### config.mk
export PLATFORM = sky130hd
export DESIGN_NAME = utf8_string_reverser_core
export DESIGN_NICKNAME = d
export VERILOG_FILES = /design/src/rtl/core/u8rev_pkg.sv /design/src/rtl/core/u8rev_front.sv /design/src/rtl/core/u8rev_back.sv /design/src/rtl/core/utf8_string_reverser_core.sv
export SDC_FILE = /design/constraint.sdc
export NUM_CORES = 1
export LEC_CHECK = 0
export BUFFER_PORTS_ARGS = -buffer_cell sky130_fd_sc_hd__clkbuf_2
export CAP_MARGIN = 10
export CORE_UTILIZATION = 24
export DETAILED_ROUTE_END_ITERATION = 10
export PLACE_DENSITY_LB_ADDON = 0.3
export SKIP_LAST_GASP = 1
export SLEW_MARGIN = 0
export SYNTH_ARGS = -nofsm -noshare
export SYNTH_HDL_FRONTEND = slang
export SYNTH_SLANG_ARGS = --single-unit
### constraint.sdc
create_clock -name clk -period 11.3 [get_ports clk]
set_input_delay 2.26 -clock clk [delete_from_list [all_inputs] [get_ports clk]]
set_output_delay 2.26 -clock clk [all_outputs]
set_load 0.03 [all_outputs]
### src/rtl/core/u8rev_pkg.sv
`default_nettype none

package u8rev_pkg;

  // UTF-8 classification bounds (exclusive on both sides)
  localparam logic [7:0] ASCII_LIMIT = 8'h80;
  localparam logic [7:0] LEAD2_LO    = 8'hC1;
  localparam logic [7:0] LEAD2_HI    = 8'hE0;
  localparam logic [7:0] LEAD3_LO    = 8'hDF;
  localparam logic [7:0] LEAD3_HI    = 8'hF0;
  localparam logic [7:0] LEAD4_LO    = 8'hEF;
  localparam logic [7:0] LEAD4_HI    = 8'hF5;

  // command queue between front and back
  localparam int unsigned Q_DEPTH = 2;
  localparam int unsigned Q_AW    = 1;

  // command kinds; a word with neither byte nor end is dropped at the front
  typedef enum logic [1:0] {
    CK_APPEND       = 2'd0,
    CK_FLUSH        = 2'd1,
    CK_APPEND_FLUSH = 2'd2
  } cmd_kind_t;

  typedef struct packed {
    cmd_kind_t   kind;
    logic [7:0]  data;
  } cmd_t;

  // queue head as seen by the back end
  typedef struct packed {
    logic  valid;
    cmd_t  cmd;
  } q_head_t;

  // back end sequencer
  typedef enum logic [2:0] {
    BS_IDLE   = 3'd0,
    BS_PROBE0 = 3'd1,
    BS_PROBE1 = 3'd2,
    BS_PROBE2 = 3'd3,
    BS_PROBE3 = 3'd4,
    BS_PROBE4 = 3'd5,
    BS_EMIT   = 3'd6
  } back_state_t;

  function automatic logic is_lead2(input logic [7:0] b);
    return (b > LEAD2_LO) && (b < LEAD2_HI);
  endfunction

  function automatic logic is_lead3(input logic [7:0] b);
    return (b > LEAD3_LO) && (b < LEAD3_HI);
  endfunction

  function automatic logic is_lead4(input logic [7:0] b);
    return (b > LEAD4_LO) && (b < LEAD4_HI);
  endfunction

endpackage

`default_nettype wire

### src/rtl/core/u8rev_front.sv
`default_nettype none

module u8rev_front (
  input  wire                  clk,
  input  wire                  rst_n,
  input  wire                  start,
  output logic                 busy,
  input  wire  [7:0]           in_data_byte,
  input  wire                  in_byte_present,
  input  wire                  in_end_of_string,
  output u8rev_pkg::q_head_t   head_o,
  input  wire                  pop_i
);

  u8rev_pkg::cmd_t              q_r [u8rev_pkg::Q_DEPTH];
  logic [u8rev_pkg::Q_AW-1:0]   wr_ptr_r, wr_ptr_nxt;
  logic [u8rev_pkg::Q_AW-1:0]   rd_ptr_r, rd_ptr_nxt;
  logic [u8rev_pkg::Q_AW:0]     count_r, count_nxt;
  u8rev_pkg::cmd_t              cmd;
  logic                         cmd_valid;
  logic                         push;
  logic                         pop;

  // classify the incoming word
  always_comb begin
    cmd.data  = in_data_byte;
    cmd.kind  = u8rev_pkg::CK_APPEND;
    cmd_valid = 1'b1;
    case ({in_byte_present, in_end_of_string})
      2'b10:   cmd.kind = u8rev_pkg::CK_APPEND;
      2'b01:   cmd.kind = u8rev_pkg::CK_FLUSH;
      2'b11:   cmd.kind = u8rev_pkg::CK_APPEND_FLUSH;
      default: cmd_valid = 1'b0;
    endcase
  end

  assign busy = (count_r == (u8rev_pkg::Q_AW+1)'(u8rev_pkg::Q_DEPTH));
  assign push = start && !busy && cmd_valid;
  assign pop  = pop_i && (count_r != '0);

  assign head_o.valid = (count_r != '0);
  assign head_o.cmd   = q_r[rd_ptr_r];

  // queue pointers
  always_comb begin
    wr_ptr_nxt = push ? wr_ptr_r + 1'b1 : wr_ptr_r;
    rd_ptr_nxt = pop  ? rd_ptr_r + 1'b1 : rd_ptr_r;
    count_nxt  = count_r + (u8rev_pkg::Q_AW+1)'(push) - (u8rev_pkg::Q_AW+1)'(pop);
  end

  always_ff @(posedge clk) begin
    if (!rst_n) begin
      wr_ptr_r <= '0;
      rd_ptr_r <= '0;
      count_r  <= '0;
    end else begin
      wr_ptr_r <= wr_ptr_nxt;
      rd_ptr_r <= rd_ptr_nxt;
      count_r  <= count_nxt;
    end
  end

  // queue storage
  always_ff @(posedge clk) begin
    if (push) begin
      q_r[wr_ptr_r] <= cmd;
    end
  end

  a_count_bound: assert property (@(posedge clk) disable iff (!rst_n)
    count_r <= (u8rev_pkg::Q_AW+1)'(u8rev_pkg::Q_DEPTH))
    else $error("queue count above depth");

  a_push_lands: assert property (@(posedge clk) disable iff (!rst_n)
    (push && !pop) |=> (count_r == $past(count_r) + 1'b1))
    else $error("push did not grow queue");

endmodule

`default_nettype wire

### src/rtl/core/u8rev_back.sv
`default_nettype none

module u8rev_back #(
  parameter int unsigned MAX_BYTES = 64
) (
  input  wire                  clk,
  input  wire                  rst_n,
  input  u8rev_pkg::q_head_t   head_i,
  output logic                 pop_o,
  output logic                 out_strobe,
  output logic [7:0]           out_byte,
  output logic                 out_last,
  output logic                 out_truncated
);

  localparam int unsigned AW = $clog2(MAX_BYTES);
  localparam int unsigned CW = $clog2(MAX_BYTES + 1);
  localparam logic [CW-1:0] MAX_CNT = CW'(MAX_BYTES);

  logic [7:0]              mem_r [MAX_BYTES];
  logic [7:0]              rdata_r;
  logic [AW-1:0]           raddr;
  logic                    wr_en;

  u8rev_pkg::back_state_t  state_r, state_nxt;
  logic [CW-1:0]           fill_r, fill_nxt;
  logic                    ovf_r, ovf_nxt;
  logic [CW-1:0]           pos_r, pos_nxt;
  logic [CW-1:0]           start_r, start_nxt;
  logic [CW-1:0]           idx_r, idx_nxt;
  logic                    out_strobe_r, out_strobe_nxt;
  logic [7:0]              out_byte_r, out_byte_nxt;
  logic                    out_last_r, out_last_nxt;
  logic                    out_trunc_r, out_trunc_nxt;

  logic                    has_byte;
  logic                    has_end;
  logic                    wr_ok;
  logic [CW-1:0]           fill_after;
  logic                    dec_done;
  logic [2:0]              dec_len;
  logic [CW-1:0]           char_start;
  logic [CW-1:0]           pos_m1, pos_m2, pos_m3, pos_m4;
  logic [CW-1:0]           idx_p1;
  logic [CW-1:0]           start_m1;
  logic                    emit_final;

  // command decode
  always_comb begin
    has_byte = 1'b0;
    has_end  = 1'b0;
    case (head_i.cmd.kind)
      u8rev_pkg::CK_APPEND:       has_byte = 1'b1;
      u8rev_pkg::CK_FLUSH:        has_end  = 1'b1;
      u8rev_pkg::CK_APPEND_FLUSH: begin
        has_byte = 1'b1;
        has_end  = 1'b1;
      end
      default: begin
        has_byte = 1'b0;
        has_end  = 1'b0;
      end
    endcase
  end

  assign wr_ok      = has_byte && (fill_r != MAX_CNT);
  assign fill_after = fill_r + CW'(wr_ok);

  assign pos_m1     = pos_r - CW'(1);
  assign pos_m2     = pos_r - CW'(2);
  assign pos_m3     = pos_r - CW'(3);
  assign pos_m4     = pos_r - CW'(4);
  assign idx_p1     = idx_r + CW'(1);
  assign start_m1   = start_r - CW'(1);
  assign emit_final = (idx_r == pos_m1);
  assign char_start = pos_r - CW'(dec_len);

  // character length from the probed bytes, last byte at pos-1
  always_comb begin
    dec_done = 1'b0;
    dec_len  = 3'd1;
    case (state_r)
      u8rev_pkg::BS_PROBE1: begin
        if ((rdata_r < u8rev_pkg::ASCII_LIMIT) || (pos_r < CW'(2))) begin
          dec_done = 1'b1;
        end
      end
      u8rev_pkg::BS_PROBE2: begin
        if (u8rev_pkg::is_lead2(rdata_r)) begin
          dec_done = 1'b1;
          dec_len  = 3'd2;
        end else if (pos_r < CW'(3)) begin
          dec_done = 1'b1;
        end
      end
      u8rev_pkg::BS_PROBE3: begin
        if (u8rev_pkg::is_lead3(rdata_r)) begin
          dec_done = 1'b1;
          dec_len  = 3'd3;
        end else if (pos_r < CW'(4)) begin
          dec_done = 1'b1;
        end
      end
      u8rev_pkg::BS_PROBE4: begin
        dec_done = 1'b1;
        if (u8rev_pkg::is_lead4(rdata_r)) begin
          dec_len = 3'd4;
        end
      end
      default: begin
        dec_done = 1'b0;
        dec_len  = 3'd1;
      end
    endcase
  end

  // next state
  always_comb begin
    state_nxt = state_r;
    case (state_r)
      u8rev_pkg::BS_IDLE: begin
        if (head_i.valid && has_end && (fill_after != '0)) begin
          state_nxt = u8rev_pkg::BS_PROBE0;
        end
      end
      u8rev_pkg::BS_PROBE0: state_nxt = u8rev_pkg::BS_PROBE1;
      u8rev_pkg::BS_PROBE1: state_nxt = dec_done ? u8rev_pkg::BS_EMIT : u8rev_pkg::BS_PROBE2;
      u8rev_pkg::BS_PROBE2: state_nxt = dec_done ? u8rev_pkg::BS_EMIT : u8rev_pkg::BS_PROBE3;
      u8rev_pkg::BS_PROBE3: state_nxt = dec_done ? u8rev_pkg::BS_EMIT : u8rev_pkg::BS_PROBE4;
      u8rev_pkg::BS_PROBE4: state_nxt = u8rev_pkg::BS_EMIT;
      u8rev_pkg::BS_EMIT: begin
        if (emit_final) begin
          state_nxt = (start_r == '0) ? u8rev_pkg::BS_IDLE : u8rev_pkg::BS_PROBE1;
        end
      end
      default: state_nxt = u8rev_pkg::BS_IDLE;
    endcase
  end

  // datapath and outputs
  always_comb begin
    pop_o          = 1'b0;
    wr_en          = 1'b0;
    raddr          = '0;
    fill_nxt       = fill_r;
    ovf_nxt        = ovf_r;
    pos_nxt        = pos_r;
    start_nxt      = start_r;
    idx_nxt        = idx_r;
    out_strobe_nxt = 1'b0;
    out_byte_nxt   = rdata_r;
    out_last_nxt   = 1'b0;
    out_trunc_nxt  = ovf_r;
    case (state_r)
      u8rev_pkg::BS_IDLE: begin
        pop_o = head_i.valid;
        if (head_i.valid) begin
          wr_en   = wr_ok;
          ovf_nxt = ovf_r | (has_byte && !wr_ok);
          if (has_end) begin
            pos_nxt = fill_after;
            if (fill_after == '0) begin
              fill_nxt = '0;
              ovf_nxt  = 1'b0;
            end
          end else begin
            fill_nxt = fill_after;
          end
          if (has_end && (fill_after != '0)) begin
            fill_nxt = fill_after;
          end
        end
      end
      u8rev_pkg::BS_PROBE0: raddr = pos_m1[AW-1:0];
      u8rev_pkg::BS_PROBE1,
      u8rev_pkg::BS_PROBE2,
      u8rev_pkg::BS_PROBE3,
      u8rev_pkg::BS_PROBE4: begin
        if (dec_done) begin
          raddr     = char_start[AW-1:0];
          start_nxt = char_start;
          idx_nxt   = char_start;
        end else if (state_r == u8rev_pkg::BS_PROBE1) begin
          raddr = pos_m2[AW-1:0];
        end else if (state_r == u8rev_pkg::BS_PROBE2) begin
          raddr = pos_m3[AW-1:0];
        end else begin
          raddr = pos_m4[AW-1:0];
        end
      end
      u8rev_pkg::BS_EMIT: begin
        out_strobe_nxt = 1'b1;
        out_last_nxt   = emit_final && (start_r == '0);
        if (!emit_final) begin
          idx_nxt = idx_p1;
          raddr   = idx_p1[AW-1:0];
        end else begin
          pos_nxt = start_r;
          raddr   = start_m1[AW-1:0];
          if (start_r == '0) begin
            fill_nxt = '0;
            ovf_nxt  = 1'b0;
          end
        end
      end
      default: begin
        pop_o = 1'b0;
      end
    endcase
  end

  // control registers
  always_ff @(posedge clk) begin
    if (!rst_n) begin
      state_r      <= u8rev_pkg::BS_IDLE;
      fill_r       <= '0;
      ovf_r        <= 1'b0;
      pos_r        <= '0;
      out_strobe_r <= 1'b0;
    end else begin
      state_r      <= state_nxt;
      fill_r       <= fill_nxt;
      ovf_r        <= ovf_nxt;
      pos_r        <= pos_nxt;
      out_strobe_r <= out_strobe_nxt;
    end
  end

  // payload registers
  always_ff @(posedge clk) begin
    start_r     <= start_nxt;
    idx_r       <= idx_nxt;
    out_byte_r  <= out_byte_nxt;
    out_last_r  <= out_last_nxt;
    out_trunc_r <= out_trunc_nxt;
  end

  // string buffer, one write and one registered read per cycle
  always_ff @(posedge clk) begin
    if (wr_en) begin
      mem_r[fill_r[AW-1:0]] <= head_i.cmd.data;
    end
  end

  always_ff @(posedge clk) begin
    rdata_r <= mem_r[raddr];
  end

  assign out_strobe    = out_strobe_r;
  assign out_byte      = out_byte_r;
  assign out_last      = out_last_r;
  assign out_truncated = out_trunc_r;

  a_fill_bound: assert property (@(posedge clk) disable iff (!rst_n)
    fill_r <= MAX_CNT)
    else $error("fill count above capacity");

  a_busy_pos: assert property (@(posedge clk) disable iff (!rst_n)
    (state_r != u8rev_pkg::BS_IDLE) |-> (pos_r != '0))
    else $error("walk running with nothing left");

  a_strobe_src: assert property (@(posedge clk) disable iff (!rst_n)
    out_strobe_r |-> ($past(state_r) == u8rev_pkg::BS_EMIT))
    else $error("result word outside emit");

  a_last_clears: assert property (@(posedge clk) disable iff (!rst_n)
    (out_strobe_r && out_last_r) |-> ((fill_r == '0) && !ovf_r &&
                                      (state_r == u8rev_pkg::BS_IDLE)))
    else $error("state not cleared after last word");

endmodule

`default_nettype wire

### src/rtl/core/utf8_string_reverser_core.sv
`default_nettype none

// UTF-8 string reverser. Bytes of a string come in one word per start pulse
// and go into a buffer of MAX_BYTES entries; bytes past capacity are dropped
// and flag out_truncated on every result word of that string. On the word
// with in_end_of_string set, the buffer is walked from the end and the
// characters come out in reverse order, each multi-byte sequence in its own
// byte order, one word per out_strobe pulse, the final one with out_last.
// The receiver cannot stall: every out_strobe word must be taken in that
// cycle. A two-entry queue sits in front of the buffer; busy goes high
// only when the queue is full during a reversal. The reversal is
// sequenced over a single-port read of the buffer: a start step for the
// walk, then per character a lookback over one to four probed bytes (one
// read per probed byte) to find its lead byte, then its bytes are emitted.
module utf8_string_reverser_core #(
  parameter int unsigned MAX_BYTES = 64
) (
  input  wire         clk,
  input  wire         rst_n,
  input  wire         start,
  output logic        busy,
  input  wire  [7:0]  in_data_byte,
  input  wire         in_byte_present,
  input  wire         in_end_of_string,
  output logic        out_strobe,
  output logic [7:0]  out_byte,
  output logic        out_last,
  output logic        out_truncated
);

  u8rev_pkg::q_head_t  head;
  logic                pop;

  u8rev_front u_front (
    .clk              (clk),
    .rst_n            (rst_n),
    .start            (start),
    .busy             (busy),
    .in_data_byte     (in_data_byte),
    .in_byte_present  (in_byte_present),
    .in_end_of_string (in_end_of_string),
    .head_o           (head),
    .pop_i            (pop)
  );

  u8rev_back #(
    .MAX_BYTES (MAX_BYTES)
  ) u_back (
    .clk           (clk),
    .rst_n         (rst_n),
    .head_i        (head),
    .pop_o         (pop),
    .out_strobe    (out_strobe),
    .out_byte      (out_byte),
    .out_last      (out_last),
    .out_truncated (out_truncated)
  );

endmodule

`default_nettype wire
==> flow_metrics.tcl <==
set metrics [dict create \
    fin_crit_sh_pct 52.6 \
    yosys.area_share.xor_xnor_pct 1.53 \
    wl_met2_um 30300 \
    core-area_um2 102000 \
    synth_cell_types 79 \
    grt_pass1_wl_um 94400 \
    hold_depth 0 \
    r2r-end "u_back.out_byte_nxt[4]" \
    tightest_slew_ns 1.23 \
    synth_area_leader_cell "edfxtp_1" \
    fillers 10300 \
    crit_type "register to register" \
    fin_hold_ws_ns 0.380 \
    yosysMostFrequentCell "edfxtp_1" \
    die-height_um 324 \
    max_cap_violations 0 \
    wl_per_cell_um 20.4 \
    synth_edf_count 546 \
    drt-met1-wl_um 28700 \
    finalCoreUtilization_pct 27.8 \
    die_w_um 324 \
    dieArea_um2 105000 \
    postSynth.asyncResetShare_pct 0 \
    max-vdd-ir-drop_v 0.000356 \
    max_freq_mhz 168 \
    cts_hold_buf 0 \
    yosys.area_share.adder_pct 0.835 \
    yosysTopAreaCellShare_pct 65.9 \
    synth_top_cells_by_count "edfxtp_1, mux2i_1, nand2_1, nor2_1, a21oi_1" \
    hpwl_um 38600 \
    ys_warn_count 0 \
    leakagePower_nw 10.1 \
    cts_buffer_depth 3 \
    antenna_cells 0 \
    critical_path_required_ns 11.76 \
    final_layout_size_suffix_gt1_share_pct 9.84 \
    grt_max_degree 128 \
    cts_root_buf "clkbuf_16" \
    finalClockSkew_ns 0.0220 \
    top_layer "met5" \
    setup_ws_ns 5.36 \
    clk_pin_slew_worst_paths_ns 0.06 \
    postCtsSetupBuffers 0 \
    synth_compound_area_share_pct 6.41 \
    dp_slack_ns 5.48 \
    gr-total-overflow 0 \
    drc 0 \
    ctsHtreeMaxLevel 3 \
    netlist_instances 1694 \
    synthesis.area_um2 24900 \
    finalHoldViolations 0 \
    power_density_nw_per_um2 260 \
    initialDrtViolationCount 1249 \
    multiInputGateArea_um2 7030 \
    power_mw 7.39 \
    min-delay-start "u_back.out_trunc_nxt" \
    vias_per_cell 4.53 \
    vias 14200 \
    fin_tns_setup_ns 0 \
    syn_nets 1723 \
    start_util_pct 24.3 \
    ys_seq_elements 588 \
    synth_ff_type "edfxtp_1" \
    gp_congestion 0.868 \
    syn_avg_cell_area_um2 14.7 \
    synth_top_family_by_area "multiplexers" \
    ff2ff_setup_slack_ns 5.36 \
    setup_viol 0 \
    worst-r2r-cell-count 15 \
    grt.total_usage_pct 12.1 \
    fin_nets 1739 \
    cts_resized 0 \
    wl_um 63800 \
    clk-insertion-delay-late_ns 0.60 \
    max-slew-margin-rel_pct 17.8 \
    rr_startpoint "u_back.state_r[2]" \
    cts_tree "done" \
    crit_fanout 41 \
    wl_met3_um 3100 \
    postRouteAntennaNets 0 \
    period_minus_slack_ns 5.94 \
    seq_area_um2 17200 \
    yosys-top-cells-area "edfxtp_1, mux2i_1, dfxtp_1" \
    port_buffers 24 \
    status "finished, final reports clean" \
    numCtsBuffers 66 \
    yosys-mux-area-fraction_pct 11.2 \
    critPathArrivalTime_ns 6.40 \
    grt_pass1_vias 14200 \
    hold_class "register to register" \
    critPathLaunchType "register" \
    rsz0062_at_grt "false" \
    rows 117 \
    slew_violations 0 \
    whs_endpoint "u_back.out_truncated" \
    crit_path_end_kind "register" \
    cts.sinks 588 \
    area_growth_pct 14.1 \
    ys_seq_area_share_pct 69.3 \
    boundaryPins 25 \
    antenna_found_initial 3 \
    synthSimpleGateAreaFrac_pct 8.12 \
    drtPass1Iterations 5 \
]
-- state kept, by name, indices dropped and copies added, names as in the netlist, 2 cells and up, named ones only --
name	cells
u_back.out_byte	8
u_front.count_r	2
u_back.pos_r	7
u_back.fill_r	7
u_front.q_r	20
u_back.state_r	3
u_back.start_r	7
u_back.out_byte_nxt	8
u_back.mem_r	512
u_back.idx_r	7
-- layout make-up --
| cell class | count | share of cell area [%] |
|---|---|---|
| Sequential cell | 588 | 60.7 |
| Clock buffer | 87 | 6.24 |
| Clock inverter | 30 | 1.01 |
| Multi-Input combinational cell | 992 | 24.8 |
| Timing Repair Buffer | 43 | 1.01 |
| Tap cell | 1368 | 6.03 |
| Inverter | 19 | 0.251 |
-- worst max-delay path by stage --
stage | slack, ns | end | start | cells after the start
after floorplan | 7.42 | u_back.out_byte_nxt[6] | u_back.state_r[0] | 14
after global placement | 5.48 | u_back.out_byte_nxt[1] | u_back.state_r[2] | 17
after detailed placement | 5.48 | u_back.out_byte_nxt[1] | u_back.state_r[2] | 17
after CTS | 5.40 | u_back.out_byte_nxt[4] | u_back.state_r[2] | 15
after global routing | 5.02 | u_back.out_byte_nxt[4] | u_back.state_r[2] | 15
final | 5.36 | u_back.out_byte_nxt[4] | u_back.state_r[2] | 15
-- critical path, stage by stage, from the launching register on --
cell,delay [ns]
dfxtp_1,0.59
nor2b_1,0.51
nand4_1,0.15
nor3_1,0.21
o21ai_0,0.14
ha_1,0.27
inv_1,0.08
fa_1,0.22
xor2_1,0.11
a221oi_1,0.48
o22a_2,0.94
buf_4,0.63
nand2_1,0.43
o22ai_1,0.33
nor3_1,0.12
or4_1,0.53
-- cell usage in the layout (no fill, tap or decap), drive strengths merged, types with 5 or more instances in the layout --
| cell type | count |
|---|---|
| and2 | 15 |
| clkinv | 21 |
| a221oi | 21 |
| or3b | 5 |
| dfxtp | 42 |
| inv | 21 |
| xor2 | 14 |
| nor2b | 17 |
| clkbuf | 111 |
| nor2 | 101 |
| a211oi | 9 |
| buf | 19 |
| nand3 | 38 |
| and3 | 9 |
| mux2i | 265 |
| xnor2 | 24 |
| o21ai | 17 |
| a22oi | 38 |
| edfxtp | 546 |
| a32oi | 9 |
| nor3 | 35 |
| a31oi | 14 |
| a21oi | 68 |
| o22ai | 17 |
| ha | 15 |
| mux2 | 11 |
| nand3b | 6 |
| nand2 | 168 |
| or4 | 8 |
| a311o | 6 |
-- kinds of logic (layout without fill, tap and decap cells) --
kind of cell | after synthesis | count (layout)
compound gates | 232 | 232
simple gates | 428 | 428
buf+inv | 114 | 179
xor+xnor | 40 | 40
flops | 588 | 588
mux | 276 | 276
fa+ha+maj | 16 | 16
-- routing by layer --
layer / track usage (%) / vias to the layer above
met1: 16.3 / 7203
li1: - / 6497
met5: 0 / -
met4: 3.83 / 4
met3: 2.03 / 115
met2: 19.7 / 359
-- power breakdown --
part           internal, mW  total (mW)  switching [mW]
combinational         0.887        2.65            1.76
sequential             2.61        2.69          0.0855
clock                  1.20        2.05           0.852
-- through the flow --
stage | cells | cell area (um2)
final | 3127 | 28400
after global routing | 3127 | 28400
after detailed placement | 3010 | 26300
after CTS | 3127 | 28400
after global placement | 3010 | 26300
after floorplan | 1694 | 24900
No activity file was read; power rests on OpenSTA's default activity.
